## src/sv/fssv_pkg.sv

```systemverilog
`timescale 1ns / 1ps
// fssv_pkg: status codes, on-disk constants and the result record of the
// superblock validator. No dependencies.

package fssv_pkg;

  typedef enum logic [2:0] {
    ST_OK      = 3'd0,
    ST_IO      = 3'd1,
    ST_V1      = 3'd2,
    ST_ABSENT  = 3'd3,
    ST_INVALID = 3'd4
  } fssv_status_e;

  localparam logic [15:0] MAGIC_V2    = 16'h2468;
  localparam logic [15:0] MAGIC_V2_SW = 16'h6824;
  localparam logic [15:0] MAGIC_V1    = 16'h137f;
  localparam logic [15:0] MAGIC_V1_SW = 16'h7f13;

  localparam logic [31:0] MIN_CAPACITY   = 32'd2048;
  localparam logic [15:0] MAP_BLOCKS_MAX = 16'd32767;
  localparam logic [15:0] LOG_ZONE_MAX   = 16'd4;
  localparam int unsigned BLOCK_LOG2            = 10;
  localparam int unsigned MAP_BITS_LOG2         = 13;
  localparam int unsigned INODES_PER_BLOCK_LOG2 = 4;
  localparam logic [16:0] INODES_PER_BLOCK_M1   = 17'd15;

  typedef struct packed {
    fssv_status_e status;
    logic         byte_swapped;
    logic [15:0]  inode_count;
    logic [14:0]  inode_map_blocks;
    logic [14:0]  zone_map_blocks;
    logic [15:0]  data_zone_start;
    logic [2:0]   zone_size_log;
    logic [30:0]  max_file_size;
    logic [31:0]  zone_count;
  } fssv_result_t;

endpackage

```

## src/sv/fssv_in_if.sv

```systemverilog
`timescale 1ns / 1ps
// fssv_in_if: valid/ready channel carrying the superblock words.
// No dependencies.

interface fssv_in_if;
  logic        valid;
  logic        ready;
  logic        read_complete;
  logic [63:0] sb_bytes_low;
  logic [63:0] sb_bytes_mid;
  logic [63:0] sb_bytes_high;

  modport source (
    output valid, read_complete, sb_bytes_low, sb_bytes_mid, sb_bytes_high,
    input  ready
  );
  modport sink (
    input  valid, read_complete, sb_bytes_low, sb_bytes_mid, sb_bytes_high,
    output ready
  );
endinterface

```

## src/sv/fssv_out_if.sv

```systemverilog
`timescale 1ns / 1ps
// fssv_out_if: valid/ready channel carrying the validation result.
// No dependencies.

interface fssv_out_if;
  logic        valid;
  logic        ready;
  logic [2:0]  status;
  logic        byte_swapped;
  logic [15:0] inode_count;
  logic [14:0] inode_map_blocks;
  logic [14:0] zone_map_blocks;
  logic [15:0] data_zone_start;
  logic [2:0]  zone_size_log;
  logic [30:0] max_file_size;
  logic [31:0] zone_count;

  modport source (
    output valid, status, byte_swapped, inode_count, inode_map_blocks,
           zone_map_blocks, data_zone_start, zone_size_log, max_file_size,
           zone_count,
    input  ready
  );
  modport sink (
    input  valid, status, byte_swapped, inode_count, inode_map_blocks,
           zone_map_blocks, data_zone_start, zone_size_log, max_file_size,
           zone_count,
    output ready
  );
endinterface

```

## src/sv/fssv_check.sv

```systemverilog
`timescale 1ns / 1ps
// fssv_check: decodes the superblock fields and runs all validity checks.
// Depends on fssv_pkg.

module fssv_check import fssv_pkg::*; (
  input  logic [31:0]  capacity_i,
  input  logic         read_complete_i,
  input  logic [63:0]  sb_low_i,
  input  logic [63:0]  sb_mid_i,
  input  logic [63:0]  sb_high_i,
  output fssv_result_t result_o
);

  function automatic logic [15:0] order16(input logic [15:0] x, input logic sw);
    order16 = sw ? {x[7:0], x[15:8]} : x;
  endfunction

  function automatic logic [31:0] order32(input logic [31:0] x, input logic sw);
    order32 = sw ? {x[7:0], x[15:8], x[23:16], x[31:24]} : x;
  endfunction

  logic [15:0] magic;
  logic        sw;
  logic [15:0] ninodes, imap, zmap, fdz, lzs;
  logic [31:0] maxsz, zones;
  logic [2:0]  lzs_sh;
  logic [21:0] zone_bound;
  logic [16:0] ino_blocks;
  logic [17:0] meta;
  logic [19:0] fdz_blocks;
  logic [28:0] imap_bits, zmap_bits;
  logic [16:0] ninodes_p1;
  logic [32:0] zone_span;
  logic        basic_bad, range_bad, space_bad;

  always_comb begin
    magic   = sb_high_i[15:0];
    sw      = (magic == MAGIC_V2_SW);
    ninodes = order16(sb_low_i[15:0], sw);
    imap    = order16(sb_low_i[47:32], sw);
    zmap    = order16(sb_low_i[63:48], sw);
    fdz     = order16(sb_mid_i[15:0], sw);
    lzs     = order16(sb_mid_i[31:16], sw);
    maxsz   = order32(sb_mid_i[63:32], sw);
    zones   = order32(sb_high_i[63:32], sw);
    lzs_sh  = lzs[2:0];

    basic_bad = (ninodes == '0) || (imap == '0) || (zmap == '0) ||
                (imap > MAP_BLOCKS_MAX) || (zmap > MAP_BLOCKS_MAX) ||
                (lzs > LOG_ZONE_MAX) || (maxsz == '0) || maxsz[31];

    zone_bound = capacity_i[31:BLOCK_LOG2] >> lzs_sh;
    range_bad  = (zones > {10'd0, zone_bound}) || ({16'd0, fdz} >= zones);

    ninodes_p1 = {1'b0, ninodes} + 17'd1;
    ino_blocks = ({1'b0, ninodes} + INODES_PER_BLOCK_M1) >> INODES_PER_BLOCK_LOG2;
    meta       = 18'd2 + {2'd0, imap} + {2'd0, zmap} + {1'b0, ino_blocks};
    fdz_blocks = {4'd0, fdz} << lzs_sh;
    imap_bits  = {13'd0, imap} << MAP_BITS_LOG2;
    zmap_bits  = {13'd0, zmap} << MAP_BITS_LOG2;
    zone_span  = {1'b0, zones} - {17'd0, fdz} + 33'd1;
    space_bad  = ({2'd0, meta} > fdz_blocks) ||
                 ({12'd0, ninodes_p1} > imap_bits) ||
                 (zone_span > {4'd0, zmap_bits});

    result_o = '0;
    if (capacity_i < MIN_CAPACITY) begin
      result_o.status = ST_INVALID;
    end else if (!read_complete_i) begin
      result_o.status = ST_IO;
    end else if (magic == MAGIC_V1 || magic == MAGIC_V1_SW) begin
      result_o.status = ST_V1;
    end else if (magic != MAGIC_V2 && magic != MAGIC_V2_SW) begin
      result_o.status = ST_ABSENT;
    end else if (basic_bad || range_bad || space_bad) begin
      result_o.status = ST_INVALID;
    end else begin
      result_o.status           = ST_OK;
      result_o.byte_swapped     = sw;
      result_o.inode_count      = ninodes;
      result_o.inode_map_blocks = imap[14:0];
      result_o.zone_map_blocks  = zmap[14:0];
      result_o.data_zone_start  = fdz;
      result_o.zone_size_log    = lzs_sh;
      result_o.max_file_size    = maxsz[30:0];
      result_o.zone_count       = zones;
    end
  end

endmodule

```

## src/sv/fs_superblock_validator_unit.sv

```systemverilog
`timescale 1ns / 1ps
// fs_superblock_validator_unit: top level of the superblock validator.
// Depends on fssv_pkg, fssv_in_if, fssv_out_if and fssv_check.
//
//   channel   direction  handshake      carries
//   sb_i      in         valid/ready    read_complete, three 64-bit sb words
//   res_o     out        valid/ready    status, byte_swapped, decoded fields
//   cfg       in         cfg_we_i       disk capacity in bytes
//
// An accepted item passes through one input register, the checks and the
// result register; result valid rises when the item is loaded into the latter.
// One item per cycle is sustained while res_o.ready is high; a stalled result
// holds in the result register while the input register still takes one more item.
// Reset clears the valid flags and sets the capacity to zero.

module fs_superblock_validator_unit import fssv_pkg::*; (
  input  logic        clk_i,
  input  logic        rst_ni,
  input  logic        cfg_we_i,
  input  logic [31:0] cfg_wdata_i,
  fssv_in_if.sink     sb_i,
  fssv_out_if.source  res_o
);

  logic [31:0]  capacity_q;
  logic         s1_valid_q, s1_valid_d;
  logic         s1_rc_q;
  logic [63:0]  s1_low_q, s1_mid_q, s1_high_q;
  logic         res_valid_q, res_valid_d;
  fssv_result_t res_q, check_res;
  logic         in_xfer, s1_advance;

  assign s1_advance = !res_valid_q || res_o.ready;
  assign sb_i.ready = !s1_valid_q || s1_advance;
  assign in_xfer    = sb_i.valid && sb_i.ready;
  assign s1_valid_d = in_xfer || (s1_valid_q && !s1_advance);
  assign res_valid_d = s1_advance ? s1_valid_q : res_valid_q;

  always_ff @(posedge clk_i or negedge rst_ni) begin
    if (!rst_ni) begin
      capacity_q  <= '0;
      s1_valid_q  <= 1'b0;
      res_valid_q <= 1'b0;
    end else begin
      if (cfg_we_i) begin
        capacity_q <= cfg_wdata_i;
      end
      s1_valid_q  <= s1_valid_d;
      res_valid_q <= res_valid_d;
    end
  end

  always_ff @(posedge clk_i) begin
    if (in_xfer) begin
      s1_rc_q   <= sb_i.read_complete;
      s1_low_q  <= sb_i.sb_bytes_low;
      s1_mid_q  <= sb_i.sb_bytes_mid;
      s1_high_q <= sb_i.sb_bytes_high;
    end
    if (s1_advance && s1_valid_q) begin
      res_q <= check_res;
    end
  end

  fssv_check u_check (
    .capacity_i      (capacity_q),
    .read_complete_i (s1_rc_q),
    .sb_low_i        (s1_low_q),
    .sb_mid_i        (s1_mid_q),
    .sb_high_i       (s1_high_q),
    .result_o        (check_res)
  );

  assign res_o.valid            = res_valid_q;
  assign res_o.status           = res_q.status;
  assign res_o.byte_swapped     = res_q.byte_swapped;
  assign res_o.inode_count      = res_q.inode_count;
  assign res_o.inode_map_blocks = res_q.inode_map_blocks;
  assign res_o.zone_map_blocks  = res_q.zone_map_blocks;
  assign res_o.data_zone_start  = res_q.data_zone_start;
  assign res_o.zone_size_log    = res_q.zone_size_log;
  assign res_o.max_file_size    = res_q.max_file_size;
  assign res_o.zone_count       = res_q.zone_count;

  a_fail_zero: assert property (@(posedge clk_i) disable iff (!rst_ni)
    res_valid_q && res_q.status != ST_OK |->
      !res_q.byte_swapped && res_q.inode_count == '0 && res_q.zone_count == '0 &&
      res_q.max_file_size == '0 && res_q.data_zone_start == '0)
    else $error("failed result carries nonzero fields");

  a_ok_sane: assert property (@(posedge clk_i) disable iff (!rst_ni)
    res_valid_q && res_q.status == ST_OK |->
      res_q.inode_count != '0 && res_q.zone_size_log <= 3'd4 &&
      res_q.inode_map_blocks != '0 && res_q.zone_map_blocks != '0)
    else $error("accepted superblock with out-of-range fields");

  a_in_lands: assert property (@(posedge clk_i) disable iff (!rst_ni)
    in_xfer |=> s1_valid_q)
    else $error("transferred item not held in input stage");

endmodule
```

## src/flat_wrapper.sv

```systemverilog
// flat-port wrapper written by rule: the top's interface ports become plain ports
module fs_superblock_validator_unit_flat import fssv_pkg::*;
  (clk_i, rst_ni, cfg_we_i, cfg_wdata_i, sb_i_valid, sb_i_read_complete, sb_i_sb_bytes_low, sb_i_sb_bytes_mid, sb_i_sb_bytes_high, sb_i_ready, res_o_valid, res_o_status, res_o_byte_swapped, res_o_inode_count, res_o_inode_map_blocks, res_o_zone_map_blocks, res_o_data_zone_start, res_o_zone_size_log, res_o_max_file_size, res_o_zone_count, res_o_ready);
  fssv_in_if sb_i_i ();
  fssv_out_if res_o_i ();
  input  logic clk_i;
  input  logic rst_ni;
  input  logic cfg_we_i;
  input  logic [31:0] cfg_wdata_i;
  input wire logic [$bits(sb_i_i.valid)-1:0] sb_i_valid;
  input wire logic [$bits(sb_i_i.read_complete)-1:0] sb_i_read_complete;
  input wire logic [$bits(sb_i_i.sb_bytes_low)-1:0] sb_i_sb_bytes_low;
  input wire logic [$bits(sb_i_i.sb_bytes_mid)-1:0] sb_i_sb_bytes_mid;
  input wire logic [$bits(sb_i_i.sb_bytes_high)-1:0] sb_i_sb_bytes_high;
  output wire logic [$bits(sb_i_i.ready)-1:0] sb_i_ready;
  output wire logic [$bits(res_o_i.valid)-1:0] res_o_valid;
  output wire logic [$bits(res_o_i.status)-1:0] res_o_status;
  output wire logic [$bits(res_o_i.byte_swapped)-1:0] res_o_byte_swapped;
  output wire logic [$bits(res_o_i.inode_count)-1:0] res_o_inode_count;
  output wire logic [$bits(res_o_i.inode_map_blocks)-1:0] res_o_inode_map_blocks;
  output wire logic [$bits(res_o_i.zone_map_blocks)-1:0] res_o_zone_map_blocks;
  output wire logic [$bits(res_o_i.data_zone_start)-1:0] res_o_data_zone_start;
  output wire logic [$bits(res_o_i.zone_size_log)-1:0] res_o_zone_size_log;
  output wire logic [$bits(res_o_i.max_file_size)-1:0] res_o_max_file_size;
  output wire logic [$bits(res_o_i.zone_count)-1:0] res_o_zone_count;
  input wire logic [$bits(res_o_i.ready)-1:0] res_o_ready;
  assign sb_i_i.valid = sb_i_valid;
  assign sb_i_i.read_complete = sb_i_read_complete;
  assign sb_i_i.sb_bytes_low = sb_i_sb_bytes_low;
  assign sb_i_i.sb_bytes_mid = sb_i_sb_bytes_mid;
  assign sb_i_i.sb_bytes_high = sb_i_sb_bytes_high;
  assign sb_i_ready = sb_i_i.ready;
  assign res_o_valid = res_o_i.valid;
  assign res_o_status = res_o_i.status;
  assign res_o_byte_swapped = res_o_i.byte_swapped;
  assign res_o_inode_count = res_o_i.inode_count;
  assign res_o_inode_map_blocks = res_o_i.inode_map_blocks;
  assign res_o_zone_map_blocks = res_o_i.zone_map_blocks;
  assign res_o_data_zone_start = res_o_i.data_zone_start;
  assign res_o_zone_size_log = res_o_i.zone_size_log;
  assign res_o_max_file_size = res_o_i.max_file_size;
  assign res_o_zone_count = res_o_i.zone_count;
  assign res_o_i.ready = res_o_ready;
  fs_superblock_validator_unit u_core (.clk_i(clk_i), .rst_ni(rst_ni), .cfg_we_i(cfg_we_i), .cfg_wdata_i(cfg_wdata_i), .sb_i(sb_i_i), .res_o(res_o_i));
endmodule
```

## config.mk

```make
export PLATFORM = sky130hd
export DESIGN_NAME = fs_superblock_validator_unit_flat
export DESIGN_NICKNAME = d
export VERILOG_FILES = /design/src/sv/fssv_pkg.sv /design/src/sv/fssv_in_if.sv /design/src/sv/fssv_out_if.sv /design/src/sv/fssv_check.sv /design/src/sv/fs_superblock_validator_unit.sv /design/src/flat_wrapper.sv
export SDC_FILE = /design/constraint.sdc
export NUM_CORES = 1
export LEC_CHECK = 0
export BUFFER_PORTS_ARGS = -buffer_cell sky130_fd_sc_hd__buf_4
export CORE_MARGIN = 1.5
export CORE_UTILIZATION = 30
export CTS_CLUSTER_DIAMETER = 50
export DETAILED_ROUTE_END_ITERATION = 7
export PLACE_DENSITY = 0.48
export SETUP_SLACK_MARGIN = 0.2
export SLEW_MARGIN = 10
export SYNTH_ARGS = -nofsm -noshare
export SYNTH_HDL_FRONTEND = slang
export SYNTH_SLANG_ARGS = --single-unit
```

## constraint.sdc

```tcl
create_clock -name clk_i -period 7.8 [get_ports clk_i]
set_clock_uncertainty 0.05 [all_clocks]
set_input_delay 0.78 -clock clk_i [delete_from_list [all_inputs] [get_ports clk_i]]
set_output_delay 0.78 -clock clk_i [all_outputs]
set_load 0.05 [all_outputs]
```

==> PnR_summary.wiki <==
{| class="wikitable"
! Metric !! Value
|-
| CTS tree || done
|-
| Slowest library cell on the worst path || fa_1
|-
| Vias post-DR || roughly 16000
|-
| Number of top-level design ports || roughly 360
|-
| Dominant combinational cell family by area after synthesis || simple AND/OR/NAND/NOR gates
|-
| Detailed Routing Iterations Pass 1 || 5
|-
| RSZ-0062 raised after global routing || true
|-
| Mux contribution to synthesized area || ~11%
|-
| Initial antenna violation count || 6
|-
| Crit start category || register
|-
| Total Nets Final || around 2600
|-
| Final routed wire length divided by cell count || around 22 um
|-
| Starting density of the core || between 30% and 40%
|-
| Number of max-slew violations in the final report || 0
|-
| Cell variety after synth || 67
|-
| Simple-gate share of the synthesized area || around 14%
|-
| Sequential fraction of the synthesis area || between 40% and 50%
|-
| Leakage || around 12 nW
|-
| First-pass GRT wire length || ~97000 um
|-
| Type of the most critical hold path || in2async
|-
| Net Count, Synth || around 2100
|-
| Accumulated negative setup slack || 0 ns
|-
| CTS Root Buffer Type || clkbuf_16
|-
| Count of yosys warnings during synthesis || 0
|-
| Post-Synthesis Mean Instance Area || 11.1 um2
|-
| Overall Global Routing Usage || a little under 20%
|-
| Most used cells in the layout excluding fill and tap cells || buf_4 (500), edfxtp_1 (293), mux2i_1 (171)
|-
| Number of synthesized flops with an enable pin || 293
|-
| Met2 WL || around 34000 um
|-
| Routed met1 length || 28400 um
|-
| Maximum Capacitance Violations || 0
|-
| Share of flip-flops with an asynchronous set or reset after synthesis || roughly 7.6%
|-
| Remaining global-route overflow || 0
|-
| Stage delay of the slowest cell on the critical path || between 0.6 and 0.7 ns
|-
| Overall die width || between 200 and 300 um
|-
| Num Clock Sinks || 317
|-
| Cell occurring most often along the worst timing path || buf_12
|-
| Crit-path max FO || 8
|-
| Number of global-route vias before repair || between 15000 and 20000
|-
| Largest net degree at the start of global routing || 70
|-
| Number of H-tree levels || 2
|-
| Adder-cell share of the synthesized area || about 11%
|-
| Placed wire-length estimate after detailed placement || 51300 um
|-
| Pwr dens || 203 mW/mm2
|-
| CP Capture Type || register
|-
| Min cycle time layout || between 7 and 8 ns
|-
| Cell row count || 93
|-
| Max clock buf depth || 3
|-
| Area Overhead vs Synth || 38.4%
|-
| Slew headroom || between 20% and 30%
|-
| Core Util, Final || about two fifths
|-
| Data arrival, critical path || between 7 and 8 ns
|-
| DRC viols || 0
|-
| Final number of hold-violating endpoints || 0
|-
| Routed wl met3 || around 3300 um
|-
| Cell area after synthesis || ~0.019 mm2
|-
| Core Box Area || ~0.064 mm2
|-
| Layout cell share with drive strength beyond 1 || between 30% and 40%
|-
| Height of the die || roughly 260 um
|-
| Share of the synthesized netlist area taken by xor and xnor gates || about 2.2%
|-
| Max Fclk || between 0.1 and 0.15 GHz
|-
| Antenna-violating nets left || 0
|-
| IO buf count || 321
|-
| Most frequent standard cell in the layout excluding fill and tap cells || buf_4
|-
| Clock Pin Slew Worst Setup and Hold Paths || 0.06 ns
|-
| Status || completed
|-
| Floorplan die area || between 0.06 and 0.07 mm2
|-
| Leading register cell type out of synthesis || edfxtp_1
|-
| Share of the synthesized area in compound gates (AO/OA/AOI/OAI) || under 10%
|-
| Critical setup path kind || reg2reg
|-
| Placer's final routability congestion estimate || ~0.87
|-
| Iteration-0 DRC Markers || approximately 810
|-
| Worst supply voltage drop on vdd || around 0.19 mV
|-
| CTS buffer count || 44
|-
| Highest metal layer with signal wires || met5
|-
| Slew at the pin with the worst max-slew slack || approximately 1.1 ns
|-
| Clock insertion delay at the later pin of the skew report || approximately 0.6 ns
|-
| Worst Path Required || ~8.1 ns
|-
| Total of flip-flops plus latches after synthesis || 317
|-
| Count of mapped cells out of synthesis || approximately 1700
|-
| Total wire length after detailed routing || 67200 um
|-
| Share of the clock period used by the worst path after layout || approximately 96%
|-
| Setup-violating endpoint count in the final report || 0
|-
| Detailed-route vias per instance || between 5 and 6
|}
==> cells in the mapped netlist, types with 6 or more instances <==
cell type | n | area share, %
a21oi_1 | 89 | 2.3
o31ai_1 | 6 | 0.23
xnor2_1 | 38 | 1.7
clkbuf_1 | 54 | 1.0
nor3_1 | 139 | 3.6
or4_1 | 6 | 0.23
nand2_1 | 128 | 2.5
mux2_2 | 26 | 1.5
dfrtp_1 | 24 | 3.1
nand3b_1 | 7 | 0.27
nor2b_1 | 20 | 0.64
buf_2 | 17 | 0.44
a31oi_1 | 7 | 0.23
or3_1 | 6 | 0.19
ha_1 | 152 | 9.8
buf_1 | 17 | 0.33
nand4_1 | 25 | 0.80
o2111ai_1 | 6 | 0.27
and3_1 | 13 | 0.42
mux2i_1 | 192 | 9.9
nand2b_1 | 13 | 0.42
fa_1 | 14 | 1.4
edfxtp_1 | 293 | 45
and2_1 | 7 | 0.23
a211oi_1 | 18 | 0.70
o21ai_0 | 48 | 1.2
nand3_1 | 38 | 0.98
xor2_1 | 10 | 0.45
o211ai_1 | 6 | 0.23
a21o_1 | 23 | 0.89
inv_1 | 93 | 1.8
nor4_1 | 28 | 0.90
nor2_1 | 74 | 1.4
o21bai_1 | 7 | 0.27
nor3b_1 | 17 | 0.66
and4_1 | 6 | 0.27
o21a_1 | 10 | 0.39
==> per-stage QoR <==
stage | hold slack (ns) | power [mW] | cells | cell area, um2 | setup WS [ns]
after floorplan | 0.399 | 2.91 | 1743 | 19400 | 0.272
after global placement | 0.425 | 3.40 | 3003 | 24000 | -0.276
after detailed placement | 0.439 | 3.42 | 3003 | 24000 | -0.314
after CTS | 0.0357 | 5.46 | 3091 | 25800 | 0.199
after global routing | 0.0521 | 5.72 | 3120 | 26900 | 0.0966
final | 0.0454 | 5.46 | 3121 | 26900 | 0.320
==> layer usage <==
layer / global-route usage (%) / vias up
li1: - / 7538
met1: 23.5 / 7798
met2: 34.4 / 354
met3: 3.91 / 90
met4: 4.65 / 8
met5: 0 / -
==> critical path, delay by kind of cell (launching register included) <==
| family | cells | cell delay, ns |
|---|---|---|
| buffers and inverters | 8 | 1.25 |
| AND/OR/NAND/NOR | 8 | 1.32 |
| adder cells (fa/ha/maj) | 3 | 1.14 |
| XOR/XNOR | 2 | 0.28 |
| AO/OA/AOI/OAI | 12 | 2.78 |
| flip-flops | 1 | 0.42 |
==> worst paths after layout <==
kind / cells past startpoint / slack [ns] / end / start
min in group clk_i: 1 / 0.31 / u_core.s1_low_q[56] / sb_i_sb_bytes_low[56]
worst max register to register: 33 / 0.32 / u_core.res_o.zone_map_blocks[10] / u_core.s1_high_q[3]
worst min-delay path: 1 / 0.05 / u_core.capacity_q[23] / rst_ni
worst min register to register: 1 / 0.45 / u_core.res_o.valid / u_core.s1_valid_q
worst max-delay path: 33 / 0.32 / u_core.res_o.zone_map_blocks[10] / u_core.s1_high_q[3]
max in group asynchronous: 1 / 7.41 / u_core.capacity_q[31] / rst_ni
==> final cells by class <==
type                    instances  area, um2
diodes                          1       2.50
repair buffers                531       4380
clock inverters                31        345
well taps                     855       1070
flip-flops and latches        317       9400
clock buffers                  48       1130
inverters                      93        349
multi-input cells            1245      10200
fillers                      6174      37300
==> logic make-up (layout without fill, tap and decap cells) <==
group                    Yosys count  in the layout
buffers and inverters            181            703
adder cells (fa/ha/maj)          166            166
flip-flops                       317            317
multiplexers                     219            219
other                              0              1
AND/OR/NAND/NOR                  545            545
AO/OA/AOI/OAI                    267            267
XOR/XNOR                          48             48
==> sequential cells by signal, summed over array words and instances (netlist names), 3 cells and up <==
| signal | cells |
|---|---|
| u_core.res_o.zone_map_blocks | 15 |
| u_core.res_o.data_zone_start | 16 |
| u_core.s1_high_q | 48 |
| u_core.s1_low_q | 48 |
| u_core.res_o.inode_map_blocks | 15 |
| u_core.s1_mid_q | 64 |
| u_core.res_o.status | 3 |
| u_core.res_o.zone_size_log | 3 |
| u_core.res_o.max_file_size | 31 |
| u_core.capacity_q | 22 |
| u_core.res_o.inode_count | 16 |
| u_core.res_o.zone_count | 32 |
==> timing repair <==
| action | in CTS | in global routing |
|---|---|---|
| hold buffers | 0 | 0 |
| buffers inserted | 7 | 20 |
| pin swaps | 11 | 47 |
| gates resized for setup | 53 | 139 |
| hold endpoints to repair | 0 | 0 |
| endpoints found under the setup margin | 130 | 130 |
| gates cloned | 2 | 9 |
==> power breakdown <==
group	internal, mW	switching [mW]	total, mW
clock network	1.17	0.818	1.99
logic	0.595	0.803	1.40
registers	1.99	0.0870	2.07
(Power assumes the default switching activity.)
